$ cat config.mk
export PLATFORM = sky130hd
export DESIGN_NAME = uidna_queue
export DESIGN_NICKNAME = d
export VERILOG_FILES = /design/src/design/uid_node_id_allocator_defines.svh /design/src/design/uidna_pkg.sv /design/src/design/uidna_queue.sv
export SDC_FILE = /design/constraint.sdc
export NUM_CORES = 1
export LEC_CHECK = 0
export BUFFER_PORTS_ARGS = -buffer_cell sky130_fd_sc_hd__buf_2
export CORE_MARGIN = 2
export CORE_UTILIZATION = 55
export DETAILED_ROUTE_END_ITERATION = 6
export PLACE_DENSITY = 0.83
export SLEW_MARGIN = 20
export SYNTH_ARGS = -nofsm -noshare
export SYNTH_HDL_FRONTEND = slang
export SYNTH_SLANG_ARGS = --single-unit
export TNS_END_PERCENT = 1
$ cat constraint.sdc
create_clock -name clk -period 8.73 [get_ports clk]
set_clock_uncertainty 0.2 [all_clocks]
set_input_delay 1.746 -clock clk [delete_from_list [all_inputs] [get_ports clk]]
set_output_delay 1.746 -clock clk [all_outputs]
set_load 0.03 [all_outputs]
$ cat src/design/uid_node_id_allocator_defines.svh
// assertion macros for the node-id allocator
`ifndef UID_NODE_ID_ALLOCATOR_DEFINES_SVH
`define UID_NODE_ID_ALLOCATOR_DEFINES_SVH

// condition holds in the same cycle as its trigger
`define UIDNA_ASSERT_IMP(label, trig, cond) \
	label: assert property (@(posedge clk) disable iff (!arst_n) (trig) |-> (cond)) \
		else $error("uidna same-cycle check failed");

// condition holds in the cycle after its trigger
`define UIDNA_ASSERT_NEXT(label, trig, cond) \
	label: assert property (@(posedge clk) disable iff (!arst_n) (trig) |=> (cond)) \
		else $error("uidna next-cycle check failed");

`endif

$ cat src/design/uidna_pkg.sv
// shared types and constants of the node-id allocator
`timescale 1ns / 1ps

package uidna_pkg;

	localparam int NID_W  = 7;
	localparam int HASH_W = 48;
	localparam int NODES  = 128;

	// request codes
	localparam logic [1:0] REQ_INFO    = 2'd0;
	localparam logic [1:0] REQ_ALLOC   = 2'd1;
	localparam logic [1:0] REQ_RESERVE = 2'd2;

	// status codes
	localparam logic [2:0] ST_OK       = 3'd0;
	localparam logic [2:0] ST_BAD      = 3'd1;
	localparam logic [2:0] ST_MISMATCH = 3'd2;
	localparam logic [2:0] ST_NO_FREE  = 3'd3;
	localparam logic [2:0] ST_JFULL    = 3'd4;
	localparam logic [2:0] ST_ZERO     = 3'd5;

	// fnv-1a constants; prime is 2^40 + 0x1b3
	localparam logic [63:0] FNV_OFFSET    = 64'hcbf29ce484222325;
	localparam logic [8:0]  FNV_PRIME_LO  = 9'h1b3;
	localparam logic [4:0]  UID_MAX_BYTES = 5'd16;

	typedef enum logic [1:0] {
		CMD_BAD  = 2'd0,
		CMD_ZERO = 2'd1,
		CMD_RUN  = 2'd2
	} cmd_kind_t;

	typedef struct packed {
		cmd_kind_t           kind;
		logic [1:0]          req;
		logic [NID_W-1:0]    nid;
		logic [HASH_W-1:0]   hash;
	} cmd_t;

	typedef struct packed {
		logic [NID_W-1:0] assigned;
		logic             success;
		logic [2:0]       status;
	} res_t;

endpackage

$ cat src/design/uidna_queue.sv
// two-entry command queue between front and back end
`timescale 1ns / 1ps

module uidna_queue (
	input  logic            clk,
	input  logic            arst_n,
	input  logic            push,
	input  uidna_pkg::cmd_t din,
	output logic            full,
	input  logic            pop,
	output uidna_pkg::cmd_t dout,
	output logic            empty
);
	import uidna_pkg::*;

	cmd_t       entry_q [2];
	logic       wr_ptr_q;
	logic       rd_ptr_q;
	logic [1:0] count_q;

	assign full  = (count_q == 2'd2);
	assign empty = (count_q == 2'd0);
	assign dout  = entry_q[rd_ptr_q];

	// pointers and fill level
	always_ff @(posedge clk or negedge arst_n) begin
		if (!arst_n) begin
			wr_ptr_q <= 1'b0;
			rd_ptr_q <= 1'b0;
			count_q  <= 2'd0;
		end else begin
			if (push && !full)
				wr_ptr_q <= ~wr_ptr_q;
			if (pop && !empty)
				rd_ptr_q <= ~rd_ptr_q;
			case ({push && !full, pop && !empty})
				2'b10:   count_q <= count_q + 2'd1;
				2'b01:   count_q <= count_q - 2'd1;
				default: count_q <= count_q;
			endcase
		end
	end

	// storage
	always_ff @(posedge clk) begin
		if (push && !full)
			entry_q[wr_ptr_q] <= din;
	end

endmodule

==> results of run 1 <==
==> sequential cells by signal (all words and copies together), names as in the netlist <==
register,cells
count_q,2
rd_ptr_q,1
wr_ptr_q,1
entry_q,118
==> area by class of cell <==
class | count | area [um2]
flip-flops and latches | 122 | 3650
fillers | 552 | 2330
multi-input cells | 72 | 987
repair buffers | 126 | 651
clock buffers | 19 | 422
well taps | 105 | 131
clock inverters | 13 | 129
inverters | 1 | 3.75
==> cells in the mapped netlist (all sizes together) <==
cell type,n
buf,7
xnor2,3
nand2,1
nand2b,1
and3,1
mux2,59
nor2,3
dfrtp,4
ha,1
inv,1
edfxtp,118
nor2b,1
xor2,2
==> worst register-to-register path, stage by stage, from the launching register on <==
cell and delay (ps):
sky130_fd_sc_hd__dfrtp_1 400, sky130_fd_sc_hd__nand2b_1 170, sky130_fd_sc_hd__nand2_1 150, sky130_fd_sc_hd__nor2_4 100, sky130_fd_sc_hd__buf_4 620
==> logic make-up (layout without fill, tap and decap cells) <==
group / after synthesis / count (layout) / share of synthesized area (%)
DFF: 122 / 122 / 76.6
and+or+nand+nor: 7 / 7 / 0.763
buffers and inverters: 8 / 159 / 2.84
adders and majority gates: 1 / 1 / 0.263
xor gates and xnor gates: 5 / 5 / 0.921
muxes: 59 / 59 / 18.6
==> routing by layer <==
layer	track usage, %	share of wire (%)	vias to the layer above
li1	-	-	1073
met1	20.9	42	1083
met2	26.2	50	96
met3	6.94	7.8	4
met4	5.31	0.33	0
met5	0	0	-
==> through the flow <==
stage	hold slack (ps)	instances	setup WS [ps]
5_1_grt	354	458	4530
3_3_place_gp	277	425	5040
2_1_floorplan	261	202	3750
3_5_place_dp	309	425	5050
4_1_cts	321	457	4500
6_report	329	458	4640
==> power by group through the flow <==
stage               clock network [mW]  logic (mW)  registers (mW)
detailed placement                   0       0.768           0.931
floorplan                            0       0.712           0.849
finish                           0.631       0.802           0.880
global route                     0.675       0.846           0.895
global placement                     0       0.764           0.922
CTS                              0.645       0.772           0.921
==> how the worst max path moves through the flow <==
stage                          endpoint
after floorplan           entry_q[0][0]
after global placement         dout[34]
after detailed placement       dout[41]
after CTS                      dout[41]
after global routing           dout[34]
final                           dout[5]
==> results.cfg, run 1 <==
[status]
outcome = complete, no violations

[clock_tree]
cts_root_buffer = sky130_fd_sc_hd__clkbuf_8
cts_htree_levels = 4
clkSlewWorstSetupHoldPaths_ps = 50
cts-buffers-inserted = 17
cts.sink_count = 122
post_cts.repair.setup_buffers = 0
worst_skew_pair_latency_ps = 490
clock_tree.buffer_depth = 2
cts_hold_fix_bufs = 0
cts_tree = built
post_cts.resized_instances = 0

[critical_path]
critical_path.max_stage_delay_ps = 790
critical-path-top-delay-family = flip-flops
r2r_cells = 4
crit_buf_inv = 2
critical-path-slowest-cell = sky130_fd_sc_hd__dfrtp_4
cp_cell_sequence = buf_12 -> mux2_4 -> buf_2
crit_path_end_kind = primary output
timing.critical_path.depth = 3
criticalPathCategory = flip-flop to primary output
startpoint_kind_of_the_worst_setup_timing_path = flip-flop
timing.critical_path.arrival_ps = 2140
worst_r2r_endpoint = entry_q[0][55]
critical_path_required_ps = 6780
critPathLaunch = rd_ptr_q
timing.critical_path.fanout_max = 32
rr_startpoint = count_q[0]
register_to_register_setup_slack_ps = 6670

[power_and_ir_drop]
power_report.internal_total_mw = 1.54
power.density_cell_area_nw_per_um2 = 387
p_clk_share_pct = 27.3
seq_power_share_pct = 38.0
share_comb_of_total_power_pct = 34.7
p_leak_nw = 2.45
p_sw_share_pct = 33.6
switchingPower_mw = 0.777
report.power.total_mw = 2.31
ir_drop_uv = 239

[floorplan]
initial_utilization_pct = 57.3
top_level_ports = 124
die_area_um2 = 9410
rows = 33
die_w_um = 97
dieHeight_um = 97
core_area_um2 = 8300

[global_routing]
gr-total-overflow = 0
grt_use_total_pct = 16.6
grt_start_max_net_pins = 61
antenna_found_initial = 0
grt_first_pass_wirelength_mm = 11.8
first_global_vias = 2369

[routing]
via_count = 2256
dr.first_iter.drc_count = 115
detail_route.wirelength_mm = 7.46
drt_first_pass_iters = 7
viasPerCell = 4.93
drt-wirelength-per-cell_um = 16.3
post-route-drc-count = 0
route.antenna.remaining_nets = 0

[synthesis]
synth.top_cell.area_share_pct = 74.5
synth.yosys.seq_area_share_pct = 76.6
post_synth.cell_area_avg_um2 = 23.5
netlist_area_um2 = 4760
yosys-top-cells-area = sky130_fd_sc_hd__edfxtp_1 74%, sky130_fd_sc_hd__mux2_4 19%, sky130_fd_sc_hd__buf_12 2.5%, sky130_fd_sc_hd__dfrtp_1 2.1%, sky130_fd_sc_hd__xnor2_1 0.55%
yosysWarningCount = 0
synth_top_cell_by_area = sky130_fd_sc_hd__edfxtp_1
synth_cell_types = 14
syn_nets = 266
ys_seq_elements = 122
synthCells = 202

[sta]
grt_setup_unrepaired = false
setup-violations-final = 0
drv_slew = 0
clock.fmax_mhz = 245
tns_ps = 0
relSlewSlack_pct = 47.2
finalHoldViolations = 0
layout_worst_path_cycle_share_pct = 46.8
tightestPinTransition_ps = 792
fin_crit_ps = 4090

[cells_and_area]
mostFrequentLayoutCell = sky130_fd_sc_hd__buf_2
final_core_util_pct = 71.9
layout_common_cells = 123 x sky130_fd_sc_hd__buf_2, 118 x sky130_fd_sc_hd__edfxtp_1, 59 x sky130_fd_sc_hd__mux2_4
final_area_um2 = 5970
syn2layout_area_growth_pct = 25.5
post_route_cells_drive_above_1_share_pct = 62.0
final_net_count = 404
antenna-diode-count = 0

[run]
maxCapViolations = 0

[place]
routabilityCongestion = 0.687
place.port_buffers = 123
dpl.hpwl_mm = 4.57
placed_area_um2 = 5400

[min_path]
holdPathEnd = count_q[1]
hold_path_class = flip-flop to flip-flop
worstHoldStart = count_q[1]
hold_path_depth = 1
Note: power is estimated with default switching activity, not from simulation.
==> run 2: changes to the inputs <==
- CORE_UTILIZATION: 55 -> 47
- PLACE_DENSITY: 0.83 -> 0.75
- clock period: 8.73 -> 3.5 ns (I/O delays scaled with it)
==> run 2 against run 1 <==
Sequential share of layout area fell by 0.87 points. Design area increased by 1.4%. Clock power grew to 2.6 times the previous value. Cell count increased by 6.6%. Sequential power up 150%. Largest cell class unchanged. Highest routed layer unchanged.
==> results.cfg, run 2 (synthesis results as in run 1) <==
[status]
outcome = complete, no violations

[clock_tree]
clock_tree.buffer_depth = 2
cts_tree = built
cts_hold_fix_bufs = 1
post_cts.resized_instances = 0
cts_htree_levels = 4
worst_skew_pair_latency_ps = 500
post_cts.repair.setup_buffers = 0
cts_root_buffer = sky130_fd_sc_hd__clkbuf_8
cts.sink_count = 122
cts-buffers-inserted = 17
clkSlewWorstSetupHoldPaths_ps = 60

[power_and_ir_drop]
power.density_cell_area_nw_per_um2 = 969
p_clk_share_pct = 28.3
seq_power_share_pct = 37.4
share_comb_of_total_power_pct = 34.3
switchingPower_mw = 1.96
ir_drop_uv = 952
power_report.internal_total_mw = 3.91
p_sw_share_pct = 33.4
p_leak_nw = 2.46

[global_routing]
antenna_found_initial = 0
grt_use_total_pct = 15.2
gr-total-overflow = 0
grt_first_pass_wirelength_mm = 12.2
grt_start_max_net_pins = 34
first_global_vias = 2435

[routing]
detail_route.wirelength_mm = 7.98
via_count = 2286
route.antenna.remaining_nets = 0
drt-wirelength-per-cell_um = 16.3
dr.first_iter.drc_count = 84
drt_first_pass_iters = 4
post-route-drc-count = 0
viasPerCell = 4.68

[cells_and_area]
final_net_count = 406
largestRegisters = entry_q x118, count_q x2
layout_common_cells = 123 x sky130_fd_sc_hd__buf_2, 118 x sky130_fd_sc_hd__edfxtp_1, 59 x sky130_fd_sc_hd__mux2_4
syn2layout_area_growth_pct = 27.3
antenna-diode-count = 0
post_route_cells_drive_above_1_share_pct = 61.1
final_core_util_pct = 61.7
fill_cells = 763
registers.top_by_ff_count = entry_q
mostFrequentLayoutCell = sky130_fd_sc_hd__buf_2
largest_register_ffs = 118

[sta]
grt_setup_unrepaired = false
clock.fmax_mhz = 328
setup-violations-final = 0
tns_ps = 0
setup_slack_ps = 455
drv_slew = 0
relSlewSlack_pct = 50.2
tightestPinTransition_ps = 747
layout_worst_path_cycle_share_pct = 87.0
fin_crit_ps = 3050
finalHoldWorstSlack_ps = 182
finalHoldViolations = 0

[critical_path]
critical_path_required_ps = 2600
timing.critical_path.arrival_ps = 2150
criticalPathCategory = flip-flop to primary output
crit_path_end_kind = primary output
startpoint_kind_of_the_worst_setup_timing_path = flip-flop
timing.critical_path.fanout_max = 32

[place]
dpl.hpwl_mm = 5.26
routabilityCongestion = 0.715
place_ws_ps = 932
place.port_buffers = 123

[floorplan]
core_area_um2 = 9820
die_area_um2 = 10900
top_level_ports = 124
die_w_um = 105
dieHeight_um = 105
rows = 36
initial_utilization_pct = 48.4

[min_path]
hold_path_class = input port to flip-flop

[run]
maxCapViolations = 0
==> run 2: changes by cell type in the layout (fill, tap and decap cells not counted) <==
cell,before,now
sky130_fd_sc_hd__clkinv_1,0,5
sky130_fd_sc_hd__clkinv_2,6,2
sky130_fd_sc_hd__clkbuf_1,2,0
sky130_fd_sc_hd__buf_12,1,2
sky130_fd_sc_hd__bufinv_16,2,3
sky130_fd_sc_hd__dlygate4sd3_1,0,1
==> run 2: per-stage QoR <==
step	cells	instance area (um2)	power (mW)
after global placement	455	5480	4.24
after floorplan	202	4760	3.89
after CTS	488	6060	5.95
after global routing	488	6060	6.12
after detailed placement	455	5480	4.28
final	488	6060	5.87
==> run 2: final timing paths <==
path,startpoint,endpoint,slack (ps),cells past startpoint
min in group asynchronous,arst_n,count_q[0],340,2
max,rd_ptr_q,dout[30],450,3
min,din[37],entry_q[0][37],180,1
min reg2reg,count_q[1],count_q[1],310,1
max in group asynchronous,arst_n,rd_ptr_q,2620,2
max reg2reg,count_q[0],entry_q[1][46],1390,3
==> run 2: power groups by stage <==
stage	logic [mW]	registers, mW	clock network, mW
floorplan	1.78	2.11	0
global placement	2.03	2.21	0
detailed placement	2.04	2.23	0
CTS	2.05	2.20	1.69
global route	2.13	2.23	1.76
finish	2.02	2.19	1.66
==> run 2: routing by layer <==
| metal | vias to the layer above | global-route usage, % | wire (um) |
|---|---|---|---|
| met2 | 82 | 25.4 | 4220 |
| li1 | 1076 | - | - |
| met4 | 0 | 8.00 | 104 |
| met1 | 1120 | 17.2 | 3190 |
| met5 | - | 0 | 0 |
| met3 | 8 | 5.43 | 464 |
==> run 2: area by class of cell <==
class / count / area, um2 / share of cell area [%]
Timing Repair Buffer: 128 / 681 / 11.2
Tap cell: 133 / 166 / 2.75
Sequential cell: 122 / 3650 / 60.2
Inverter: 1 / 3.75 / 0.0620
Multi-Input combinational cell: 72 / 987 / 16.3
Clock inverter: 15 / 158 / 2.60
Clock buffer: 17 / 414 / 6.84
==> run 2: worst max-delay path, stage by stage (launching register included) <==
cell and delay (ps):
sky130_fd_sc_hd__dfrtp_4 780, sky130_fd_sc_hd__buf_12 320, sky130_fd_sc_hd__mux2_4 330, sky130_fd_sc_hd__buf_2 180
