**src/design/uid_node_id_allocator_defines.svh**
```systemverilog
// assertion macros for the node-id allocator
`ifndef UID_NODE_ID_ALLOCATOR_DEFINES_SVH
`define UID_NODE_ID_ALLOCATOR_DEFINES_SVH

// condition holds in the same cycle as its trigger
`define UIDNA_ASSERT_IMP(label, trig, cond) \
	label: assert property (@(posedge clk) disable iff (!arst_n) (trig) |-> (cond)) \
		else $error("uidna same-cycle check failed");

// condition holds in the cycle after its trigger
`define UIDNA_ASSERT_NEXT(label, trig, cond) \
	label: assert property (@(posedge clk) disable iff (!arst_n) (trig) |=> (cond)) \
		else $error("uidna next-cycle check failed");

`endif

```
**src/design/uidna_pkg.sv**
```systemverilog
// shared types and constants of the node-id allocator
`timescale 1ns / 1ps

package uidna_pkg;

	localparam int NID_W  = 7;
	localparam int HASH_W = 48;
	localparam int NODES  = 128;

	// request codes
	localparam logic [1:0] REQ_INFO    = 2'd0;
	localparam logic [1:0] REQ_ALLOC   = 2'd1;
	localparam logic [1:0] REQ_RESERVE = 2'd2;

	// status codes
	localparam logic [2:0] ST_OK       = 3'd0;
	localparam logic [2:0] ST_BAD      = 3'd1;
	localparam logic [2:0] ST_MISMATCH = 3'd2;
	localparam logic [2:0] ST_NO_FREE  = 3'd3;
	localparam logic [2:0] ST_JFULL    = 3'd4;
	localparam logic [2:0] ST_ZERO     = 3'd5;

	// fnv-1a constants; prime is 2^40 + 0x1b3
	localparam logic [63:0] FNV_OFFSET    = 64'hcbf29ce484222325;
	localparam logic [8:0]  FNV_PRIME_LO  = 9'h1b3;
	localparam logic [4:0]  UID_MAX_BYTES = 5'd16;

	typedef enum logic [1:0] {
		CMD_BAD  = 2'd0,
		CMD_ZERO = 2'd1,
		CMD_RUN  = 2'd2
	} cmd_kind_t;

	typedef struct packed {
		cmd_kind_t           kind;
		logic [1:0]          req;
		logic [NID_W-1:0]    nid;
		logic [HASH_W-1:0]   hash;
	} cmd_t;

	typedef struct packed {
		logic [NID_W-1:0] assigned;
		logic             success;
		logic [2:0]       status;
	} res_t;

endpackage

```
**src/design/uidna_front.sv**
```systemverilog
// front end: accepts beats, checks them and hashes the uid
`timescale 1ns / 1ps

module uidna_front #(
	parameter int TOP_NODE_ID = 125
) (
	input  logic                       clk,
	input  logic                       arst_n,
	input  logic                       in_valid,
	output logic                       in_stall,
	input  logic [1:0]                 req_type,
	input  logic [uidna_pkg::NID_W-1:0] node_id,
	input  logic [63:0]                uid_low,
	input  logic [63:0]                uid_high,
	input  logic [4:0]                 uid_bytes,
	output logic                       push,
	output uidna_pkg::cmd_t            cmd,
	input  logic                       q_full
);
	import uidna_pkg::*;

	typedef enum logic [3:0] {
		F_IDLE = 4'b0001,
		F_HASH = 4'b0010,
		F_FOLD = 4'b0100,
		F_PUSH = 4'b1000
	} fstate_t;

	fstate_t         state_q;
	cmd_t            cmd_q;
	logic [63:0]     h_q;
	logic [127:0]    uid_q;
	logic [4:0]      cnt_q;

	logic            accept;
	logic            bad;
	logic [4:0]      ub_sat;
	logic [4:0]      len;
	logic [63:0]     t;
	logic [63:0]     h_next;
	logic [HASH_W-1:0] h48;

	assign accept   = in_valid && (state_q == F_IDLE);
	assign in_stall = (state_q != F_IDLE);
	assign push     = (state_q == F_PUSH) && !q_full;
	assign cmd      = cmd_q;

	// request classification
	assign ub_sat = (uid_bytes > UID_MAX_BYTES) ? UID_MAX_BYTES : uid_bytes;
	assign len    = (req_type == REQ_RESERVE) ? ub_sat : UID_MAX_BYTES;
	assign bad    = (req_type != REQ_INFO && req_type != REQ_ALLOC && req_type != REQ_RESERVE)
		|| (req_type != REQ_ALLOC
			&& (node_id == '0 || node_id > NID_W'(TOP_NODE_ID)));

	// one fnv-1a byte step, prime multiply as shift plus small product
	assign t      = h_q ^ {56'b0, uid_q[7:0]};
	assign h_next = t + {t[23:0], 40'b0} + (t * {55'b0, FNV_PRIME_LO});
	assign h48    = h_q[HASH_W-1:0] ^ {40'b0, h_q[63:56]};

	// control
	always_ff @(posedge clk or negedge arst_n) begin
		if (!arst_n) begin
			state_q <= F_IDLE;
		end else begin
			unique case (state_q)
				F_IDLE: begin
					if (accept) begin
						if (bad || len == '0)
							state_q <= F_PUSH;
						else
							state_q <= F_HASH;
					end
				end
				F_HASH: begin
					if (cnt_q == 5'd1)
						state_q <= F_FOLD;
				end
				F_FOLD: state_q <= F_PUSH;
				F_PUSH: begin
					if (!q_full)
						state_q <= F_IDLE;
				end
				default: state_q <= F_IDLE;
			endcase
		end
	end

	// datapath
	always_ff @(posedge clk) begin
		if (accept) begin
			cmd_q.req  <= req_type;
			cmd_q.nid  <= node_id;
			cmd_q.hash <= '0;
			cmd_q.kind <= bad ? CMD_BAD : CMD_ZERO;
			h_q        <= FNV_OFFSET;
			uid_q      <= {uid_high, uid_low};
			cnt_q      <= len;
		end else if (state_q == F_HASH) begin
			h_q   <= h_next;
			uid_q <= {8'b0, uid_q[127:8]};
			cnt_q <= cnt_q - 5'd1;
		end else if (state_q == F_FOLD) begin
			cmd_q.hash <= h48;
			cmd_q.kind <= (h48 == '0) ? CMD_ZERO : CMD_RUN;
		end
	end

endmodule

```
**config.mk**
```make
export PLATFORM = sky130hd
export DESIGN_NAME = uidna_front
export DESIGN_NICKNAME = d
export VERILOG_FILES = /design/src/design/uid_node_id_allocator_defines.svh /design/src/design/uidna_pkg.sv /design/src/design/uidna_front.sv
export SDC_FILE = /design/constraint.sdc
export NUM_CORES = 1
export LEC_CHECK = 0
export BUFFER_PORTS_ARGS = -buffer_cell sky130_fd_sc_hd__clkbuf_2
export CORE_AREA = 2 2 311 313
export CTS_CLUSTER_SIZE = 40
export DETAILED_ROUTE_END_ITERATION = 12
export DIE_AREA = 0 0 313 315
export GPL_ROUTABILITY_DRIVEN = 0
export PLACE_DENSITY = 0.4
export SLEW_MARGIN = 20
export SYNTH_ARGS = -nofsm -noshare
export SYNTH_HDL_FRONTEND = slang
export SYNTH_SLANG_ARGS = --single-unit
export TNS_END_PERCENT = 20
```
**constraint.sdc**
```tcl
create_clock -name clk -period 14.9 [get_ports clk]
set_input_delay 0.745 -clock clk [delete_from_list [all_inputs] [get_ports clk]]
set_output_delay 0.745 -clock clk [all_outputs]
set_load 0.005 [all_outputs]
```
==> results of run 1 <==
how the worst max path moves through the flow:
stage                      start      end
after floorplan           h_q[2]  h_q[50]
after global placement    h_q[2]  h_q[49]
after detailed placement  h_q[2]  h_q[49]
after CTS                 h_q[2]  h_q[49]
after global routing      h_q[2]  h_q[49]
final                     h_q[2]  h_q[49]
worst reg2reg max path, cell delays in order (launching register included):
cell      delay [ps]
dfxtp_1          430
xor2_1           910
ha_1             430
xor2_1           190
ha_1             200
or2_2            310
fa_1             490
fa_1             490
inv_1             60
fa_1             480
inv_1             40
ha_1             340
and4_1           220
a41o_1           260
nor3_2           480
o21ai_1          310
a21oi_1          410
o21ai_1          210
a221oi_1         410
xor2_1           290
o21ai_1           80
cells in the mapped netlist (all sizes together) (7+ instances only):
master	number
a211oi	11
a21o	37
a21oi	147
a31oi	9
and2	10
and3	16
buf	15
clkbuf	72
dfxtp	111
edfxtp	144
fa	288
ha	212
inv	526
nand2	549
nand2b	7
nand3	19
nand4	25
nor2	49
nor3	21
nor4	9
o211ai	20
o21ai	51
o21bai	12
o22ai	8
xnor2	51
xor2	57
cell usage in the layout, fill, tap and decap left out, types with 20 or more instances in the layout:
master / instances
a21o_1: 37
a21oi_1: 147
clkbuf_16: 38
clkbuf_2: 206
dfxtp_1: 111
edfxtp_1: 144
fa_1: 288
ha_1: 212
inv_1: 524
nand2_1: 546
nand4_1: 25
nor2_1: 49
o211ai_1: 20
o21ai_0: 42
xnor2_1: 51
xor2_1: 56
metal layers:
metal	track usage	vias to the layer above	part of all wire
met5	0	-	0.0011
met4	0.03436	12	0.018
met1	0.2145	8618	0.47
met3	0.02921	84	0.047
li1	-	8430	-
met2	0.2563	360	0.46
cell families (layout without fill, tap and decap cells):
group,after synthesis,count (layout),synth area share
adders and majority gates,500,500,0.3564
xor gates and xnor gates,108,108,0.04036
buffers and inverters,613,810,0.09831
AOI/OAI and AO/OA,345,345,0.09285
DFF,259,259,0.2814
and+or+nand+nor,730,730,0.1307
stage by stage:
| stage | cells | cell area, um2 | util | hold WS, ps | worst slack, ps |
|---|---|---|---|---|---|
| after floorplan | 2555 | 23620 | - | 449.4 | 9251 |
| after global placement | 3959 | 26000 | 0.2716 | 444.5 | 7815 |
| after detailed placement | 3959 | 26000 | 0.2716 | 446.3 | 7769 |
| after CTS | 4027 | 27280 | 0.2850 | 293.1 | 7756 |
| final | 4028 | 27310 | 0.2853 | 346.4 | 7709 |
| after global routing | 4028 | 27310 | 0.2853 | 307.0 | 7504 |
cell type report:
class / instances / area [um2]
Multi-Input combinational cell: 1683 / 14670
Fill cell: 10270 / 68400
Clock inverter: 23 / 289.0
Sequential cell: 259 / 6648
Tap cell: 1276 / 1597
Inverter: 526 / 1987
Clock buffer: 44 / 983.4
Timing Repair Buffer: 217 / 1136
timing repair:
item | CTS | global route
hold buffers | 1 | 0
setup endpoints to repair | 0 | 0
hold endpoints to repair | 3 | 0
buffers inserted | 0 | 0
sequential cells by signal, summed over array words and instances (netlist names):
name	count
state_q	4
uid_q	128
cmd	59
cnt_q	5
h_q	63
==> impl_results.md, run 1 <==
- All-Layer GR Usage: 0.1565
- Yosys warnings: 0
- Outcome: finished, final reports clean
- Drt pass-1 iters: 7
- Area added between synthesis and finish: 15.60%
- CTS tree: done
- Final Hold Fails: 0
- Mapped Area: 23620 um2
- Die area: 98600 um2
- Crit path max-delay family: adder cells
- Crit path cell chain: xor2_1 > ha_1 > xor2_1 > ha_1 > or2_2 > fa_1 > fa_1 > inv_1 > fa_1 > inv_1 > ha_1 > and4_1 > a41o_1 > nor3_2 > o21ai_1 > a21oi_1 > o21ai_1 > a221oi_1 > xor2_1 > o21ai_1
- Core region area: 95710 um2
- EDFF count, synth: 144
- Largest net degree at the start of global routing: 133
- Post_cts resized: 0
- Fmax: 139.1 MHz
- Initial antenna violation count: 7
- Max incr delay on CP: 910 ps
- H-tree depth reported by CTS: 2
- Largest cells by area after synthesis: fa_1, edfxtp_1, ha_1
- RR Startpoint: h_q[2]
- Library cells used by synthesis: 74
- Mean Syn Cell Area: 9.245 um2
- Clock sinks: 259
- Setup crit start kind: register
- Worst-path clk slew: 60 ps
- Clock Skew: 28.50 ps
- Drt total wl: 75480 um
- Setup TNS Final: 0 ps
- Min Tclk post-route: 7191 ps
- Critical path depth in cells: 20
- Synth top area share: 0.2441
- R2R depth: 20
- Clk_lat worst skew: 600 ps
- Final ANT Viol Nets: 0
- Synthesized net count: 3201
- Setup crit end kind: register
- First-pass GRT wire length: 117700 um
- IO buf count: 206
- Drt wl/cell: 18.74 um
- Max cap viols: 0
- # IOs: 207
- Final slew viol count: 0
- Max-slew headroom: 0.2395
- Total CTS buffers: 38
- Drt drc: 0
- Via count: 17500
- Iteration-0 DRC Markers: 952
- Cell Rows: 114
- Post-Syn Instances: 2555
- # setup viols final: 0
- CP bufs+invs: 2
- RSZ-0062 raised after global routing: no
- Worst Tran Pin Value: 1137 ps
- Clock tree root driver cell: clkbuf_16
- FF+latch count, synth: 259
- Min-Delay Path Depth: 1
- Async SR Flop Fraction: 0.01544
- Drt via density: 4.346
- Hold Path Sink: cmd[52]
- Die width: 313 um
- Nets: 3371
- R2R Setup Slk: 7710 ps
- Critical path arrival: 7650 ps
- Vias in the first global route: 19200
- Overall die height: 315 um
- Primary FF master, synth: edfxtp_1
- Diode count: 0
- Tightest Hold Check Type: in2reg
- Period Utilization, post-route: 0.4826
- Most area-hungry cell type in the Yosys netlist: fa_1
- Hold Startpoint: node_id[4]
- Worst path slowest cell: xor2_1
- Critical Path RT: 15360 ps
- Post-synthesis sequential area ratio: 0.2814
- Share of post-route cells with drive strength above 1: 0.1101
- CP Class: reg2reg
- Deepest clock path buffer count: 3
- Starting Density: 0.2468
- Dpl hpwl: 60470 um
- R2r endpoint: h_q[49]
- GRT overflow: 0
- Crit path max fanout: 6
Power of run 1 is not shown: default switching activity piles up to over one toggle a cycle in this logic, so the estimate is an artifact.
==> run 2: changes to the inputs <==
--- a/config.mk
+++ b/config.mk
@@ -11,7 +11,7 @@
 export DETAILED_ROUTE_END_ITERATION = 12
 export DIE_AREA = 0 0 313 315
 export GPL_ROUTABILITY_DRIVEN = 0
-export PLACE_DENSITY = 0.4
+export PLACE_DENSITY = 0.41
 export SLEW_MARGIN = 20
 export SYNTH_ARGS = -nofsm -noshare
 export SYNTH_HDL_FRONTEND = slang
==> constraint.sdc (replaced) <==
create_clock -name clk -period 6.2 [get_ports clk]
set_input_delay 0.31 -clock clk [delete_from_list [all_inputs] [get_ports clk]]
set_output_delay 0.31 -clock clk [all_outputs]
set_load 0.005 [all_outputs]
==> run 2 against run 1 <==
Setup slack got worse by 7500 ps. Sequential cell count did not move. Hold slack got worse by 320 ps. Largest cell class unchanged.
==> impl_results.md, run 2 (synthesis gave the netlist of run 1 again) <==
- Vias in the first global route: 19440
- Critical path arrival: 6430 ps
- Hold_ws: 28.88 ps
- Reg with most FFs: uid_q
- Via count: 18210
- Die area: 98600 um2
- # setup viols final: 0
- Final slew viol count: 0
- Clock Skew: 42.43 ps
- Clk_lat worst skew: 620 ps
- IO buf count: 206
- Period Utilization, post-route: 0.9653
- Worst Tran Pin Value: 1070 ps
- Crit path cell chain: inv_1 > ha_1 > inv_1 > fa_1 > inv_1 > fa_1 > fa_1 > fa_1 > ha_2 > nand4_1 > or3_4 > or3b_2 > o211ai_1 > nor4b_2 > buf_4 > nor3_4 > nor3_1 > o31ai_2 > xnor2_1 > o22ai_1
- Starting Density: 0.2468
- Post-route insts no fill: 4240
- Overall die height: 315 um
- Area added between synthesis and finish: 24.08%
- CP Class: reg2reg
- Min Tclk post-route: 5985 ps
- CTS tree: done
- Outcome: finished, final reports clean
- Clock sinks: 259
- Final Hold Fails: 0
- Cell mode on critical path: fa_1
- Placed Cells: 4037
- Largest net degree at the start of global routing: 154
- First-pass GRT wire length: 119200 um
- Max cap viols: 0
- Drt total wl: 77780 um
- Max-slew headroom: 0.2865
- Final ANT Viol Nets: 0
- Dpl hpwl: 61420 um
- Worst-path clk slew: 60 ps
- Core region area: 95710 um2
- # fillers: 10150
- RSZ-0062 raised after global routing: yes
- Die width: 313 um
- Initial antenna violation count: 3
- Most frequent cells in the layout: nand2_1, inv_1, fa_1, clkbuf_2, ha_1
- Iteration-0 DRC Markers: 952
- GRT overflow: 0
- Max incr delay on CP: 520 ps
- Nets: 3583
- Drt wl/cell: 18.34 um
- Drt drc: 0
- Share of post-route cells with drive strength above 1: 0.1401
- Multi-input gate area: 14780 um2
- Drt via density: 4.294
- Crit path max fanout: 7
- Most common cell after layout, fill and taps aside: nand2_1
- Fmax: 167.1 MHz
- Worst path slowest cell: fa_1
- # IOs: 207
- Critical Path RT: 6640 ps
- Cell Rows: 114
- Tightest Hold Check Type: in2reg
- All-Layer GR Usage: 0.1602
- Setup crit start kind: register
- Clock tree root driver cell: clkbuf_16
- Deepest clock path buffer count: 3
- Setup TNS Final: 0 ps
- Sequential cell area: 6658 um2
- Largest register FFs: 128
- Drt pass-1 iters: 5
- Total CTS buffers: 36
- R2R Setup Slk: 220 ps
- H-tree depth reported by CTS: 2
- Setup crit end kind: register
-- run 2: cell count changes in the layout (fill, tap and decap cells not counted), sizes merged, moves of 3 or more --
cell | previous run | this run
buf | 10 | 91
inv | 531 | 526
clkinv | 12 | 15
dlygate4sd3 | 1 | 134
-- run 2: final timing paths --
kind | endpoint | cells after the start | from
max in group asynchronous | state_q[0] | 2 | arst_n
worst min-delay path | uid_q[74] | 3 | uid_high[10]
worst max-delay path | h_q[50] | 20 | h_q[24]
worst max register to register | h_q[50] | 20 | h_q[24]
worst min register to register | cmd[9] | 2 | cmd[9]
min in group asynchronous | state_q[1] | 2 | arst_n
-- run 2: cell type report --
| cell class | count | share of cell area |
|---|---|---|
| multi-input combinational | 1683 | 0.5044 |
| sequential | 259 | 0.2272 |
| timing repair buffer | 431 | 0.1055 |
| inverter | 526 | 0.06779 |
| tap | 1276 | 0.05447 |
| clock buffer | 42 | 0.03150 |
| clock inverter | 21 | 0.009007 |
| antenna | 2 | 0.0001708 |
-- run 2: stage by stage --
step / util / worst slack [ps] / instance area (um2)
finish: 0.3062 / 215.0 / 29310
global route: 0.3062 / -21.43 / 29310
CTS: 0.3046 / 55.23 / 29160
detailed placement: 0.2782 / 62.90 / 26630
global placement: 0.2782 / 1.651 / 26630
floorplan: - / 550.8 / 23620
-- run 2: critical path, delay by kind of cell, from the launching register on --
family                     cells  cell delay, ps
AOI/OAI and AO/OA              3             540
and+or+nand+nor                6            1570
xor gates and xnor gates       1             150
adders and majority gates      6            2700
buffers and inverters          4             420
DFF                            1             480
-- run 2: repair_timing --
item / CTS / global route
resized for setup: 0 / 38
setup endpoints to repair: 0 / 17
hold buffers: 134 / 0
endpoints found under the hold margin: 137 / 0
buffers inserted: 0 / 4
-- run 2: layer usage --
metal	share of wire	global-route usage	wire length, um
met1	0.47	0.2221	36630
met2	0.45	0.2542	35300
met3	0.045	0.02677	3503
met4	0.030	0.05089	2346
met5	0	0	0
Power of run 2 is left out for the same reason.
==> run 3: changes to the inputs <==
--- a/config.mk
+++ b/config.mk
@@ -6,12 +6,14 @@
 export NUM_CORES = 1
 export LEC_CHECK = 0
 export BUFFER_PORTS_ARGS = -buffer_cell sky130_fd_sc_hd__clkbuf_2
+export CELL_PAD_IN_SITES_DETAIL_PLACEMENT = 0
+export CELL_PAD_IN_SITES_GLOBAL_PLACEMENT = 1
 export CORE_AREA = 2 2 311 313
 export CTS_CLUSTER_SIZE = 40
 export DETAILED_ROUTE_END_ITERATION = 12
 export DIE_AREA = 0 0 313 315
 export GPL_ROUTABILITY_DRIVEN = 0
-export PLACE_DENSITY = 0.41
+export PLACE_DENSITY = 0.5
 export SLEW_MARGIN = 20
 export SYNTH_ARGS = -nofsm -noshare
 export SYNTH_HDL_FRONTEND = slang
==> run 3 against run 2 <==
Non-clock buffer count increased by 8. Maximum frequency is 1.5% higher. Routed wire length increased by 1.7%. Core utilization rose by 0.16 points. Sequential share of layout area decreased by 0.12 points. Via count grew 1.6%. Clock skew fell by 13 ps. Setup slack improved by 90 ps. Die area unchanged. Register-to-register slack better by 90 ps. Cell count rose by 0.33%. Cell area increased by 0.53%.
==> impl_results.md, run 3 (synthesis gave the netlist of run 1 again) <==
- H-tree depth reported by CTS: 2
- Nets: 3593
- Via count: 18500
- Most frequent cells in the layout: nand2_1, inv_1, fa_1, clkbuf_2, ha_1
- All-Layer GR Usage: 0.1632
- Outcome: finished, final reports clean
- Max-slew headroom: 0.3719
- Final Core Density: 0.3079
- # setup viols final: 0
- Worst-path clk slew: 50 ps
- Drt wl/cell: 18.59 um
- # IOs: 207
- Post-route cell area: 29470 um2
- Drt total wl: 79070 um
- Largest net degree at the start of global routing: 100
- Placed instance area: 26670 um2
- Post-route insts no fill: 4254
- Cell Rows: 114
- Clock sinks: 259
- Crit path max fanout: 6
- Die area: 98600 um2
- Final Hold Fails: 0
- Most common cell after layout, fill and taps aside: nand2_1
- Drt drc: 0
- Drt pass-1 iters: 5
- Drt via density: 4.348
- Initial antenna violation count: 2
- Period Utilization, post-route: 0.9507
- GRT overflow: 0
- Final ANT Viol Nets: 0
- Clock tree root driver cell: clkbuf_16
- Iteration-0 DRC Markers: 983
- Setup crit start kind: register
- Critical Path RT: 6710 ps
- Min Tclk post-route: 5894 ps
- Reg with most FFs: uid_q
- Critical path arrival: 6400 ps
- Vias in the first global route: 20150
- IO buf count: 206
- Share of post-route cells with drive strength above 1: 0.1407
- First-pass GRT wire length: 122000 um
- Worst Tran Pin Value: 935.4 ps
- Setup crit end kind: register
- Clock Skew: 29.35 ps
- Tightest Hold Check Type: in2reg
- Total CTS buffers: 38
- Fmax: 169.7 MHz
- CP Class: reg2reg
- Core region area: 95710 um2
- CTS tree: done
- RSZ-0062 raised after global routing: no
- Largest register FFs: 128
- Overall die height: 315 um
- Deepest clock path buffer count: 3
- Die width: 313 um
- Area added between synthesis and finish: 24.74%
- Starting Density: 0.2468
- Dpl hpwl: 63540 um
- Setup TNS Final: 0 ps
- Clk_lat worst skew: 600 ps
- Final slew viol count: 0
- Max cap viols: 0
- Placed Cells: 4047
==> run 3: stage by stage <==
step | hold slack, ps | setup slack, ps
floorplan | 14.41 | 550.8
global placement | 121.2 | -115.2
detailed placement | 126.7 | -90.71
CTS | 2.611 | 68.24
global route | 21.29 | 4.263
finish | 34.83 | 305.5
==> run 3: layer usage <==
layer | global-route usage | vias to the layer above | share of wire
met3 | 0.03072 | 77 | 0.048
met4 | 0.04535 | 0 | 0.027
met1 | 0.2141 | 9147 | 0.45
met5 | 0 | - | 0
met2 | 0.2741 | 394 | 0.48
li1 | - | 8879 | -
==> run 3: cell type report <==
cell class,count,area [um2]
Clock buffer,45,1020
Multi-Input combinational cell,1683,14740
Antenna cell,1,2.502
Clock inverter,25,329.1
Timing Repair Buffer,439,3127
Tap cell,1276,1597
Sequential cell,259,6659
Inverter,526,1991
Fill cell,10140,66240
==> run 3: repair_timing <==
item / CTS / global route
gates resized for setup: 1 / 26
pin swaps: 0 / 4
setup buffers: 0 / 4
hold buffers: 132 / 0
endpoints found under the hold margin: 135 / 0
setup endpoints to repair: 3 / 24
==> run 3: path summary, 6_finish.rpt <==
kind,startpoint,end,slack [ps],depth (start not counted)
setup / recovery,uid_q[2],h_q[27],310,22
hold / removal,uid_high[16],uid_q[80],30,3
setup reg to reg,uid_q[2],h_q[27],310,22
hold reg to reg,cmd[45],cmd[45],450,2
max in group asynchronous,arst_n,state_q[0],5930,2
min in group asynchronous,arst_n,state_q[3],60,2
==> run 3: worst max-delay path, stage by stage (launching register included) <==
cell      delay (ps)
edfxtp_1         410
xor2_2           250
ha_1             310
xor2_1           200
ha_1             200
or2_2            310
fa_1             500
fa_1             500
inv_1             50
fa_1             480
inv_1             50
ha_2             380
and4_2           270
o21ai_0           90
a31o_1           280
a21o_1           200
nand2_1          120
a31oi_1          180
o31ai_1          380
buf_4            190
xor2_1           200
nand2_1          100
a21oi_1          160
Power of run 3 is left out for the same reason.
